<file path="config.mk">
export PLATFORM = sky130hd
export DESIGN_NAME = http_date_to_epoch_parser
export DESIGN_NICKNAME = d
export VERILOG_FILES = /design/src/sv/hdep_pkg.sv /design/src/sv/http_date_to_epoch_parser.sv
export VERILOG_INCLUDE_DIRS = /design/src /design/src/sv
export SDC_FILE = /design/constraint.sdc
export NUM_CORES = 2
export LEC_CHECK = 0
export ABC_CLOCK_PERIOD_IN_PS = 12600
export BUFFER_PORTS_ARGS = -buffer_cell sky130_fd_sc_hd__clkbuf_2
export CAP_MARGIN = 25
export CORE_MARGIN = 2
export CORE_UTILIZATION = 55
export CTS_CLUSTER_SIZE = 25
export DETAILED_ROUTE_END_ITERATION = 6
export HOLD_SLACK_MARGIN = 0.02
export PLACE_DENSITY = 0.71
export SLEW_MARGIN = 25
export SYNTH_ARGS = -nofsm -noshare
export SYNTH_HDL_FRONTEND = slang
export SYNTH_SLANG_ARGS = --single-unit
</file>
<file path="constraint.sdc">
create_clock -name aclk -period 12.6 [get_ports aclk]
set_input_delay 3.15 -clock aclk [delete_from_list [all_inputs] [get_ports aclk]]
set_output_delay 3.15 -clock aclk [all_outputs]
set_load 0.01 [all_outputs]
</file>
<file path="src/sv/http_date_to_epoch_parser_defines.svh">
// ----------------------------------------------------------------------------
// HTTP date parser assertion macros
// Shared concurrent assertion forms, compiled out when NO_ASSERTIONS is set.
// ----------------------------------------------------------------------------
`ifndef HTTP_DATE_TO_EPOCH_PARSER_DEFINES_SVH
`define HTTP_DATE_TO_EPOCH_PARSER_DEFINES_SVH

`ifndef NO_ASSERTIONS
`define HDEP_ASSERT_IMPL(label, clk, rstn, ante, cons) \
    label: assert property (@(posedge clk) disable iff (!(rstn)) (ante) |-> (cons)) \
        else $error("hdep assertion failed");
`define HDEP_ASSERT_NEXT(label, clk, rstn, ante, cons) \
    label: assert property (@(posedge clk) disable iff (!(rstn)) (ante) |=> (cons)) \
        else $error("hdep assertion failed");
`else
`define HDEP_ASSERT_IMPL(label, clk, rstn, ante, cons)
`define HDEP_ASSERT_NEXT(label, clk, rstn, ante, cons)
`endif

`endif

</file>
<file path="src/sv/hdep_pkg.sv">
// ----------------------------------------------------------------------------
// HTTP date parser package
// Parse phases, status codes, character codes and calendar tables.
// ----------------------------------------------------------------------------
`default_nettype none

package hdep_pkg;

    localparam int NUMBER_MAX_DEFAULT = 65535;

    typedef enum logic [11:0] {
        PH_WDAY   = 12'b0000_0000_0001,
        PH_COMMA  = 12'b0000_0000_0010,
        PH_MDAY   = 12'b0000_0000_0100,
        PH_MONTH  = 12'b0000_0000_1000,
        PH_YEAR   = 12'b0000_0001_0000,
        PH_HOUR   = 12'b0000_0010_0000,
        PH_COLON1 = 12'b0000_0100_0000,
        PH_MIN    = 12'b0000_1000_0000,
        PH_COLON2 = 12'b0001_0000_0000,
        PH_SEC    = 12'b0010_0000_0000,
        PH_DONE   = 12'b0100_0000_0000,
        PH_ERROR  = 12'b1000_0000_0000
    } phase_t;

    typedef enum logic [2:0] {
        ST_OK       = 3'd0,
        ST_FORMAT   = 3'd1,
        ST_MONTH    = 3'd2,
        ST_YEAR     = 3'd3,
        ST_OVERFLOW = 3'd4
    } status_t;

    localparam logic [7:0] CH_COMMA = 8'h2C;
    localparam logic [7:0] CH_COLON = 8'h3A;
    localparam logic [7:0] CH_PLUS  = 8'h2B;
    localparam logic [7:0] CH_MINUS = 8'h2D;
    localparam logic [7:0] CH_ZERO  = 8'h30;
    localparam logic [7:0] CH_NINE  = 8'h39;

    localparam logic [23:0] MONTH_NAMES [12] = '{
        24'h4A616E, 24'h466562, 24'h4D6172, 24'h417072, 24'h4D6179, 24'h4A756E,
        24'h4A756C, 24'h417567, 24'h536570, 24'h4F6374, 24'h4E6F76, 24'h446563
    };

    localparam logic [8:0] DAYS_BEFORE_COMMON [12] = '{
        9'd0, 9'd31, 9'd59, 9'd90, 9'd120, 9'd151,
        9'd181, 9'd212, 9'd243, 9'd273, 9'd304, 9'd334
    };

    localparam logic [8:0] DAYS_BEFORE_LEAP [12] = '{
        9'd0, 9'd31, 9'd60, 9'd91, 9'd121, 9'd152,
        9'd182, 9'd213, 9'd244, 9'd274, 9'd305, 9'd335
    };

    function automatic logic is_ws(input logic [7:0] ch);
        return (ch == 8'd32) || ((ch >= 8'd9) && (ch <= 8'd13));
    endfunction

    function automatic logic [8:0] days_before(input logic leap, input logic [3:0] mon);
        logic [8:0] d;
        d = '0;
        if (mon < 4'd12) begin
            d = leap ? DAYS_BEFORE_LEAP[mon] : DAYS_BEFORE_COMMON[mon];
        end
        return d;
    endfunction

endpackage

`default_nettype wire

</file>
<file path="src/sv/http_date_to_epoch_parser.sv">
// ----------------------------------------------------------------------------
// HTTP date to Unix time parser
// Parses an HTTP date one character per request and returns Unix seconds.
// ----------------------------------------------------------------------------
// The slave channel takes one character per request in s_tdata, with s_tlast
// marking the final character; a zero character also ends the string and is
// not parsed itself. Each string yields one result request on the master
// channel: m_tdata holds the signed seconds since 1970, m_tuser the status.
// The character parser updates its registered state with each character
// taken, so a character can be taken in every cycle while s_tready is high.
// The parsed fields enter a five-stage pipeline (fields, year division by a
// constant, leap test, day count, constant products) followed by the output
// register, which forms the sum. One string may end in every cycle while
// s_tready is high.
// Reset empties the pipeline and returns the parser to the weekday token.
// When the receiver stalls, results wait in the pipeline stages; characters
// are still taken until every stage holds a result, and then s_tready falls.
// ----------------------------------------------------------------------------
`default_nettype none
`include "http_date_to_epoch_parser_defines.svh"

module http_date_to_epoch_parser #(
    parameter int NUMBER_MAX = hdep_pkg::NUMBER_MAX_DEFAULT
) (
    input  logic        aclk,
    input  logic        aresetn,
    input  logic        s_tvalid,
    output logic        s_tready,
    input  logic [7:0]  s_tdata,   // [7:0] text_byte
    input  logic        s_tlast,   // is_last
    output logic        m_tvalid,
    input  logic        m_tready,
    output logic [47:0] m_tdata,   // [45:0] epoch_seconds, [47:46] zero
    output logic [2:0]  m_tuser    // [2:0] status
);

    import hdep_pkg::*;

    localparam int ACC_W  = $clog2(NUMBER_MAX + 1);
    localparam int VAL_W  = ACC_W + 1;
    localparam int Q_W    = ACC_W - 6;
    localparam int K_SH   = ACC_W + 7;
    localparam int DAYS_W = ACC_W + 10;
    localparam int SEC_W  = 46;
    localparam logic [K_SH-1:0] RECIP_100 = K_SH'((64'd1 << K_SH) / 64'd100);
    localparam logic [ACC_W+3:0] NUM_LIMIT = (ACC_W + 4)'(NUMBER_MAX);
    localparam logic signed [VAL_W-1:0] EPOCH_YEAR = VAL_W'(1970);

    // Parser state.
    phase_t                    phase_reg, phase_next;
    logic [1:0]                tlen_reg, tlen_next;
    logic [23:0]               mtext_reg, mtext_next;
    logic [ACC_W-1:0]          acc_reg, acc_next;
    logic                      neg_reg, neg_next;
    logic                      seen_reg, seen_next;
    logic signed [VAL_W-1:0]   day_reg, day_next;
    logic signed [VAL_W-1:0]   year_reg, year_next;
    logic signed [VAL_W-1:0]   hour_reg, hour_next;
    logic signed [VAL_W-1:0]   min_reg, min_next;
    logic signed [VAL_W-1:0]   sec_reg, sec_next;
    status_t                   err_reg, err_next;

    phase_t                    cons_phase;
    logic [1:0]                cons_tlen;
    logic [23:0]               cons_mtext;
    logic [ACC_W-1:0]          cons_acc;
    logic                      cons_neg;
    logic                      cons_seen;
    logic signed [VAL_W-1:0]   cons_day, cons_year, cons_hour, cons_min, cons_sec;
    status_t                   cons_err;

    status_t                   fin_status;
    logic [3:0]                fin_mon;
    logic signed [VAL_W-1:0]   fin_sec;

    logic in_fire;
    logic is_end;
    logic rdy1, rdy2, rdy3, rdy4, rdy5, rdy_o;

    // Pipeline stages.
    logic                      s1_valid_reg;
    status_t                   s1_status_reg;
    logic [3:0]                s1_mon_reg;
    logic [ACC_W-1:0]          s1_year_reg;
    logic signed [VAL_W-1:0]   s1_day_reg, s1_hour_reg, s1_min_reg, s1_sec_reg;

    logic                      s2_valid_reg;
    status_t                   s2_status_reg;
    logic [3:0]                s2_mon_reg;
    logic [ACC_W-1:0]          s2_n_reg;
    logic [Q_W-1:0]            s2_q0_reg;
    logic signed [VAL_W-1:0]   s2_day_reg, s2_hour_reg, s2_min_reg, s2_sec_reg;

    logic                      s3_valid_reg;
    status_t                   s3_status_reg;
    logic [3:0]                s3_mon_reg;
    logic [ACC_W-1:0]          s3_n_reg;
    logic [Q_W-1:0]            s3_q_reg;
    logic                      s3_leap_reg;
    logic signed [VAL_W-1:0]   s3_day_reg, s3_hour_reg, s3_min_reg, s3_sec_reg;

    logic                      s4_valid_reg;
    status_t                   s4_status_reg;
    logic [DAYS_W-1:0]         s4_days_reg;
    logic signed [VAL_W-1:0]   s4_hour_reg, s4_min_reg, s4_sec_reg;

    logic                      s5_valid_reg;
    status_t                   s5_status_reg;
    logic [SEC_W-1:0]          s5_dsec_reg, s5_tsec_reg;

    logic                      out_valid_reg;
    logic [SEC_W-1:0]          out_epoch_reg;
    status_t                   out_status_reg;

    logic [ACC_W-1:0]          n1;
    logic [ACC_W+K_SH-1:0]     prod1;
    logic [ACC_W-1:0]          qx100;
    logic [ACC_W-1:0]          rdiff;
    logic [7:0]                r0, r3;
    logic [Q_W-1:0]            q3;
    logic                      leap3;
    logic [DAYS_W-1:0]         days4;
    logic [SEC_W-1:0]          dsec5, tsec5;

    assign in_fire = s_tvalid && s_tready;
    assign is_end  = (s_tdata == 8'd0) || s_tlast;

    assign rdy_o    = !out_valid_reg || m_tready;
    assign rdy5     = !s5_valid_reg || rdy_o;
    assign rdy4     = !s4_valid_reg || rdy5;
    assign rdy3     = !s3_valid_reg || rdy4;
    assign rdy2     = !s2_valid_reg || rdy3;
    assign rdy1     = !s1_valid_reg || rdy2;
    assign s_tready = rdy1;

    always_comb begin
        phase_t                  ph;
        logic [1:0]              tl;
        logic [23:0]             mt;
        logic [ACC_W-1:0]        acc;
        logic                    neg;
        logic                    seen;
        logic signed [VAL_W-1:0] fday, fyear, fhour, fmin, fsec;
        status_t                 err;
        logic                    again;
        logic [ACC_W+3:0]        acc10;
        logic signed [VAL_W-1:0] val;
        ph    = phase_reg;
        tl    = tlen_reg;
        mt    = mtext_reg;
        acc   = acc_reg;
        neg   = neg_reg;
        seen  = seen_reg;
        fday  = day_reg;
        fyear = year_reg;
        fhour = hour_reg;
        fmin  = min_reg;
        fsec  = sec_reg;
        err   = err_reg;
        again = 1'b0;
        acc10 = '0;
        val   = '0;
        if (s_tdata != 8'd0) begin
            for (int step_i = 0; step_i < 2; step_i++) begin
                if ((step_i == 0) || again) begin
                    again = 1'b0;
                    unique case (ph)
                        PH_WDAY: begin
                            if (is_ws(s_tdata)) begin
                                if (tl != 2'd0) begin
                                    err = ST_FORMAT;
                                    ph  = PH_ERROR;
                                end
                            end else begin
                                tl = tl + 2'd1;
                                if (tl == 2'd3) begin
                                    ph = PH_COMMA;
                                end
                            end
                        end
                        PH_COMMA: begin
                            if (s_tdata == CH_COMMA) begin
                                ph   = PH_MDAY;
                                acc  = '0;
                                neg  = 1'b0;
                                seen = 1'b0;
                                tl   = 2'd0;
                            end else begin
                                err = ST_FORMAT;
                                ph  = PH_ERROR;
                            end
                        end
                        PH_COLON1, PH_COLON2: begin
                            if (s_tdata == CH_COLON) begin
                                ph   = (ph == PH_COLON1) ? PH_MIN : PH_SEC;
                                acc  = '0;
                                neg  = 1'b0;
                                seen = 1'b0;
                                tl   = 2'd0;
                            end else begin
                                err = ST_FORMAT;
                                ph  = PH_ERROR;
                            end
                        end
                        PH_MONTH: begin
                            if (is_ws(s_tdata)) begin
                                if (tl != 2'd0) begin
                                    ph   = PH_YEAR;
                                    acc  = '0;
                                    neg  = 1'b0;
                                    seen = 1'b0;
                                    tl   = 2'd0;
                                end
                            end else begin
                                mt = {mt[15:0], s_tdata};
                                tl = tl + 2'd1;
                                if (tl == 2'd3) begin
                                    ph   = PH_YEAR;
                                    acc  = '0;
                                    neg  = 1'b0;
                                    seen = 1'b0;
                                    tl   = 2'd0;
                                end
                            end
                        end
                        PH_MDAY, PH_YEAR, PH_HOUR, PH_MIN, PH_SEC: begin
                            if ((s_tdata >= CH_ZERO) && (s_tdata <= CH_NINE)) begin
                                seen  = 1'b1;
                                acc10 = ({4'b0000, acc} * (ACC_W + 4)'(10))
                                      + {{ACC_W{1'b0}}, s_tdata[3:0]};
                                acc   = acc10[ACC_W-1:0];
                                if (acc10 > NUM_LIMIT) begin
                                    err = ST_OVERFLOW;
                                    ph  = PH_ERROR;
                                end
                            end else if (seen) begin
                                val = $signed({1'b0, acc});
                                if (neg) begin
                                    val = -val;
                                end
                                unique case (ph)
                                    PH_MDAY: begin
                                        fday = val;
                                        ph   = PH_MONTH;
                                        tl   = 2'd0;
                                        mt   = '0;
                                    end
                                    PH_YEAR: begin
                                        fyear = val;
                                        ph    = PH_HOUR;
                                        acc   = '0;
                                        neg   = 1'b0;
                                        seen  = 1'b0;
                                        tl    = 2'd0;
                                    end
                                    PH_HOUR: begin
                                        fhour = val;
                                        ph    = PH_COLON1;
                                    end
                                    PH_MIN: begin
                                        fmin = val;
                                        ph   = PH_COLON2;
                                    end
                                    default: begin
                                        fsec = val;
                                        ph   = PH_DONE;
                                    end
                                endcase
                                again = (ph != PH_DONE);
                            end else if ((tl == 2'd0) && is_ws(s_tdata)) begin
                                tl = 2'd0;
                            end else if ((tl == 2'd0)
                                         && ((s_tdata == CH_PLUS) || (s_tdata == CH_MINUS))) begin
                                tl  = 2'd1;
                                neg = (s_tdata == CH_MINUS);
                            end else begin
                                err = ST_FORMAT;
                                ph  = PH_ERROR;
                            end
                        end
                        default: begin
                            ph = ph;
                        end
                    endcase
                end
            end
        end
        cons_phase = ph;
        cons_tlen  = tl;
        cons_mtext = mt;
        cons_acc   = acc;
        cons_neg   = neg;
        cons_seen  = seen;
        cons_day   = fday;
        cons_year  = fyear;
        cons_hour  = fhour;
        cons_min   = fmin;
        cons_sec   = fsec;
        cons_err   = err;
    end

    always_comb begin
        phase_t                  ph;
        logic                    hit;
        logic signed [VAL_W-1:0] val;
        ph      = cons_phase;
        fin_sec = cons_sec;
        val     = $signed({1'b0, cons_acc});
        if (cons_neg) begin
            val = -val;
        end
        if ((cons_phase == PH_SEC) && cons_seen) begin
            fin_sec = val;
            ph      = PH_DONE;
        end
        hit     = 1'b0;
        fin_mon = 4'd0;
        for (int i = 0; i < 12; i++) begin
            if (!hit && (cons_mtext == MONTH_NAMES[i])) begin
                hit     = 1'b1;
                fin_mon = 4'(i);
            end
        end
        if (ph == PH_ERROR) begin
            fin_status = cons_err;
        end else if (ph != PH_DONE) begin
            fin_status = ST_FORMAT;
        end else if (!hit) begin
            fin_status = ST_MONTH;
        end else if (cons_year < EPOCH_YEAR) begin
            fin_status = ST_YEAR;
        end else begin
            fin_status = ST_OK;
        end
    end

    always_comb begin
        phase_next = phase_reg;
        tlen_next  = tlen_reg;
        mtext_next = mtext_reg;
        acc_next   = acc_reg;
        neg_next   = neg_reg;
        seen_next  = seen_reg;
        day_next   = day_reg;
        year_next  = year_reg;
        hour_next  = hour_reg;
        min_next   = min_reg;
        sec_next   = sec_reg;
        err_next   = err_reg;
        if (in_fire) begin
            if (is_end) begin
                phase_next = PH_WDAY;
                tlen_next  = 2'd0;
                mtext_next = '0;
                acc_next   = '0;
                neg_next   = 1'b0;
                seen_next  = 1'b0;
                day_next   = '0;
                year_next  = '0;
                hour_next  = '0;
                min_next   = '0;
                sec_next   = '0;
                err_next   = ST_OK;
            end else begin
                phase_next = cons_phase;
                tlen_next  = cons_tlen;
                mtext_next = cons_mtext;
                acc_next   = cons_acc;
                neg_next   = cons_neg;
                seen_next  = cons_seen;
                day_next   = cons_day;
                year_next  = cons_year;
                hour_next  = cons_hour;
                min_next   = cons_min;
                sec_next   = cons_sec;
                err_next   = cons_err;
            end
        end
    end

    always_ff @(posedge aclk) begin
        if (!aresetn) begin
            phase_reg <= PH_WDAY;
            tlen_reg  <= 2'd0;
            mtext_reg <= '0;
            acc_reg   <= '0;
            neg_reg   <= 1'b0;
            seen_reg  <= 1'b0;
            day_reg   <= '0;
            year_reg  <= '0;
            hour_reg  <= '0;
            min_reg   <= '0;
            sec_reg   <= '0;
            err_reg   <= ST_OK;
        end else begin
            phase_reg <= phase_next;
            tlen_reg  <= tlen_next;
            mtext_reg <= mtext_next;
            acc_reg   <= acc_next;
            neg_reg   <= neg_next;
            seen_reg  <= seen_next;
            day_reg   <= day_next;
            year_reg  <= year_next;
            hour_reg  <= hour_next;
            min_reg   <= min_next;
            sec_reg   <= sec_next;
            err_reg   <= err_next;
        end
    end

    // The year is split as (year - 1) = 100 * q + r by a reciprocal product.
    assign n1    = s1_year_reg - ACC_W'(1);
    assign prod1 = {{K_SH{1'b0}}, n1} * {{ACC_W{1'b0}}, RECIP_100};

    assign qx100 = {{(ACC_W - Q_W){1'b0}}, s2_q0_reg} * ACC_W'(100);
    assign rdiff = s2_n_reg - qx100;
    assign r0    = rdiff[7:0];

    always_comb begin
        q3 = s2_q0_reg;
        r3 = r0;
        if (r0 >= 8'd100) begin
            q3 = s2_q0_reg + Q_W'(1);
            r3 = r0 - 8'd100;
        end
        leap3 = (s2_n_reg[1:0] == 2'b11) && ((r3 != 8'd99) || (q3[1:0] == 2'b11));
    end

    assign days4 = (DAYS_W'(365) * ({{(DAYS_W - ACC_W){1'b0}}, s3_n_reg} - DAYS_W'(1969)))
                 + {{(DAYS_W - ACC_W + 2){1'b0}}, s3_n_reg[ACC_W-1:2]}
                 - {{(DAYS_W - Q_W){1'b0}}, s3_q_reg}
                 + {{(DAYS_W - Q_W + 2){1'b0}}, s3_q_reg[Q_W-1:2]}
                 - DAYS_W'(477)
                 + {{(DAYS_W - 9){1'b0}}, days_before(s3_leap_reg, s3_mon_reg)}
                 + {{(DAYS_W - VAL_W){s3_day_reg[VAL_W-1]}}, s3_day_reg}
                 - DAYS_W'(1);

    assign dsec5 = {{(SEC_W - DAYS_W){s4_days_reg[DAYS_W-1]}}, s4_days_reg} * SEC_W'(86400);
    assign tsec5 = ({{(SEC_W - VAL_W){s4_hour_reg[VAL_W-1]}}, s4_hour_reg} * SEC_W'(3600))
                 + ({{(SEC_W - VAL_W){s4_min_reg[VAL_W-1]}}, s4_min_reg} * SEC_W'(60))
                 + {{(SEC_W - VAL_W){s4_sec_reg[VAL_W-1]}}, s4_sec_reg};

    always_ff @(posedge aclk) begin
        if (!aresetn) begin
            s1_valid_reg  <= 1'b0;
            s2_valid_reg  <= 1'b0;
            s3_valid_reg  <= 1'b0;
            s4_valid_reg  <= 1'b0;
            s5_valid_reg  <= 1'b0;
            out_valid_reg <= 1'b0;
        end else begin
            if (rdy1) begin
                s1_valid_reg <= in_fire && is_end;
            end
            if (rdy2) begin
                s2_valid_reg <= s1_valid_reg;
            end
            if (rdy3) begin
                s3_valid_reg <= s2_valid_reg;
            end
            if (rdy4) begin
                s4_valid_reg <= s3_valid_reg;
            end
            if (rdy5) begin
                s5_valid_reg <= s4_valid_reg;
            end
            if (rdy_o) begin
                out_valid_reg <= s5_valid_reg;
            end
        end
    end

    always_ff @(posedge aclk) begin
        if (rdy1) begin
            s1_status_reg <= fin_status;
            s1_mon_reg    <= fin_mon;
            s1_year_reg   <= cons_year[ACC_W-1:0];
            s1_day_reg    <= cons_day;
            s1_hour_reg   <= cons_hour;
            s1_min_reg    <= cons_min;
            s1_sec_reg    <= fin_sec;
        end
        if (rdy2) begin
            s2_status_reg <= s1_status_reg;
            s2_mon_reg    <= s1_mon_reg;
            s2_n_reg      <= n1;
            s2_q0_reg     <= prod1[K_SH +: Q_W];
            s2_day_reg    <= s1_day_reg;
            s2_hour_reg   <= s1_hour_reg;
            s2_min_reg    <= s1_min_reg;
            s2_sec_reg    <= s1_sec_reg;
        end
        if (rdy3) begin
            s3_status_reg <= s2_status_reg;
            s3_mon_reg    <= s2_mon_reg;
            s3_n_reg      <= s2_n_reg;
            s3_q_reg      <= q3;
            s3_leap_reg   <= leap3;
            s3_day_reg    <= s2_day_reg;
            s3_hour_reg   <= s2_hour_reg;
            s3_min_reg    <= s2_min_reg;
            s3_sec_reg    <= s2_sec_reg;
        end
        if (rdy4) begin
            s4_status_reg <= s3_status_reg;
            s4_days_reg   <= days4;
            s4_hour_reg   <= s3_hour_reg;
            s4_min_reg    <= s3_min_reg;
            s4_sec_reg    <= s3_sec_reg;
        end
        if (rdy5) begin
            s5_status_reg <= s4_status_reg;
            s5_dsec_reg   <= dsec5;
            s5_tsec_reg   <= tsec5;
        end
        if (rdy_o) begin
            out_status_reg <= s5_status_reg;
            out_epoch_reg  <= (s5_status_reg == ST_OK) ? (s5_dsec_reg + s5_tsec_reg) : '0;
        end
    end

    assign m_tvalid = out_valid_reg;
    assign m_tdata  = {2'b00, out_epoch_reg};
    assign m_tuser  = out_status_reg;

    `HDEP_ASSERT_IMPL(a_error_gives_zero, aclk, aresetn, m_tvalid && (m_tuser != ST_OK), m_tdata == '0)
    `HDEP_ASSERT_NEXT(a_end_restarts, aclk, aresetn, s_tvalid && s_tready && is_end, (phase_reg == PH_WDAY) && s1_valid_reg)
    `HDEP_ASSERT_IMPL(a_error_code_in_error_phase, aclk, aresetn, phase_reg != PH_ERROR, err_reg == ST_OK)
    `HDEP_ASSERT_NEXT(a_last_stage_holds, aclk, aresetn, s5_valid_reg && m_tvalid && !m_tready, s5_valid_reg)

endmodule

`default_nettype wire
</file>
==> reports/results.ini <==
[run_status]
status = finished clean

[finish]
fin_area_mm2 = 0.05773
nFillCells = 7942
fin_nets = 6238
drive_gt1_frac = 0.06039
area_growth_pct = 8.490
antenna_cells = 0

[global_routing]
antenna_found_initial = 0
grt_max_degree = 89
overflow = 0
track_usage = 0.2394
grt_pass1_vias = 36000
grt_pass1_wl_mm = 190.3

[synthesis]
synth_cell_type_count = 102
synth_edf_count = 511
yosys_most_used_dff = edfxtp_1
seq_area_frac_synth = 0.3448
syn_inst = 5124
synth-async-reset-ratio = 0
syn_area_mm2 = 0.05322
postSynthAreaPerCell_um2 = 10.39
yosysWarningCount = 0
synth_seq_cells = 661

[floorplan]
dieArea_mm2 = 0.09926
ios = 66
die_h_um = 315.1
core-area_mm2 = 0.09628
die_x_um = 315.1
rows = 114
floorplan.initialDensity = 0.5527

[routing]
drt_wl_total_mm = 116.2
dr_total_vias = 36030
drt_pass1_iterations = 5
post_drt_wl_per_cell_um = 17.81
drtAntennaViolNets = 0
viasPerCell = 5.522
drcViolationCount = 0
first_iter_violations = 2337

[clock_tree]
numCtsBuffers = 72
clk_pin_slew_worst_paths_ns = 0.06
cts.sinks = 661
cts.hold.buffers_added = 0
cts_setup_buffers = 0
clockRootBuffer = clkbuf_16
cts-resized-gates = 0
insertion_delay_ns = 0.66
cts_tree = done
clockBufferDepth = 3
ctsHtreeMaxLevel = 3

[pwr]
leakage_nw = 27.06
ir_drop_uv = 95.92
power_density_mw_per_mm2 = 80.28

[timing]
hold_violations = 0
finalCritPeriodShare = 0.8817
grt_setup_unrepaired = false
finalWorstSetupSlack_ns = 1.491
slew_viol_final = 0
finClkSkew_ns = 0.05716
fmax_mhz = 90.01
slew_headroom = 0.2809
setup_tns_ns = 0
layout_min_cycle_time_ns = 11.11
tightestPinTransition_ns = 1.051
setup_viol = 0

[job]
drv_cap = 0

[worst_setup_path]
cp.required_ns = 13.00
cp_data_arrival_time_ns = 11.51
slowest_stage = a2111oi_2
critPathKind = primary input to flop
worstSetupEndpointType = flop
crit_path_max_fanout = 17
cp-start-kind = primary input
cpPeakStageDelay_ns = 0.56

[placement]
port_buffers = 63
hpwl_mm = 89.77
dpl-instance-area_mm2 = 0.05511
gp_congestion = 0.9194
dpl_worst_slack_ns = 0.8746

[min_path]
hold_class = flop to flop

[layer usage]
metal | track usage | share of wire
met5 | 0 | 0
met4 | 0.06861 | 0.027
met3 | 0.02914 | 0.045
met2 | 0.4047 | 0.48
met1 | 0.3248 | 0.45
[logic make-up after synthesis]
kind of cell | Yosys count | synth area share
AOI/OAI and AO/OA | 962 | 0.1177
adders and majority gates | 1036 | 0.3030
and+or+nand+nor | 1170 | 0.1122
buffers and inverters | 982 | 0.07009
muxes | 34 | 0.006513
DFF | 661 | 0.3448
xor gates and xnor gates | 278 | 0.04575
other | 1 | 0.00007047
[synthesized netlist by cell type, drive strengths merged, types with 18 or more instances]
master	n	area share
o21ai	245	0.023
inv	848	0.060
a22oi	123	0.017
or3	29	0.0034
nor2	274	0.019
a211oi	18	0.0028
nor3	105	0.0099
nand2	276	0.019
nand4	25	0.0029
a21o	65	0.0092
nand3	72	0.0068
a21boi	21	0.0030
clkbuf	116	0.0082
mux2i	29	0.0055
a31oi	33	0.0044
nand2b	32	0.0038
ha	615	0.14
xnor2	182	0.030
xor2	96	0.016
o21bai	19	0.0027
dfxtp	150	0.056
a21oi	231	0.022
buf	18	0.0021
and2	45	0.0053
and3	33	0.0039
o31ai	18	0.0025
edfxtp	511	0.29
o21a	44	0.0062
a22o	22	0.0036
fa	421	0.16
nor2b	161	0.019
or2	24	0.0028
[where the power goes]
part / internal [mW] / switching [mW]
sequential: 2.32 / 0.00133
combinational: 0.0204 / 0.0479
clock: 1.31 / 0.938
[critical path, delay by kind of cell]
kind / cells / cell delay [ns]
AOI/OAI and AO/OA: 15 / 3.72
xor gates and xnor gates: 1 / 0.13
adders and majority gates: 4 / 1.02
buffers and inverters: 6 / 0.96
muxes: 2 / 0.58
and+or+nand+nor: 9 / 1.94
[cell usage in the layout (no fill, tap or decap), types with 150 or more instances in the layout]
cell	netlist	layout
inv_1	847	843
ha_1	615	615
edfxtp_1	511	511
fa_1	421	421
nor2_1	274	273
nand2_1	276	272
o21ai_0	234	234
a21oi_1	231	231
xnor2_1	182	182
nor2b_1	160	160
dfxtp_1	150	150
[area by class of cell]
cell class	count	area, µm²	area share
clock inverter	39	565.5	0.009796
sequential	661	18350	0.3178
tap	1276	1597	0.02765
inverter	848	3187	0.05520
timing repair buffer	124	808.3	0.01400
clock buffer	95	2031	0.03517
multi-input combinational	3482	31200	0.5404
[metrics by stage]
step                  util  power (mW)  hold WS (ns)  std cells
global placement    0.5723       2.432        0.4010       6390
detailed placement  0.5724       2.432        0.4045       6390
CTS                 0.5993       4.679        0.3873       6524
floorplan                -       2.410        0.4003       5125
global route        0.5996       4.767        0.4043       6525
finish              0.5996       4.635        0.3885       6525
[path summary, 6_finish.rpt]
check | start | to | slack, ns | cells after the start
worst max-delay path | s_tdata[1] | s1_sec_reg[4]$_DFFE_PN_ | 1.49 | 37
worst min-delay path | s1_mon_reg[0]$_SDFFCE_PP1N_ | s2_mon_reg[0]$_DFFE_PP_ | 0.39 | 0
worst max register to register | acc_reg[3]$_SDFFE_PN0P_ | s1_sec_reg[4]$_DFFE_PN_ | 2.73 | 36
worst min register to register | s1_mon_reg[0]$_SDFFCE_PP1N_ | s2_mon_reg[0]$_DFFE_PP_ | 0.39 | 0
(Power assumes the default switching activity.)
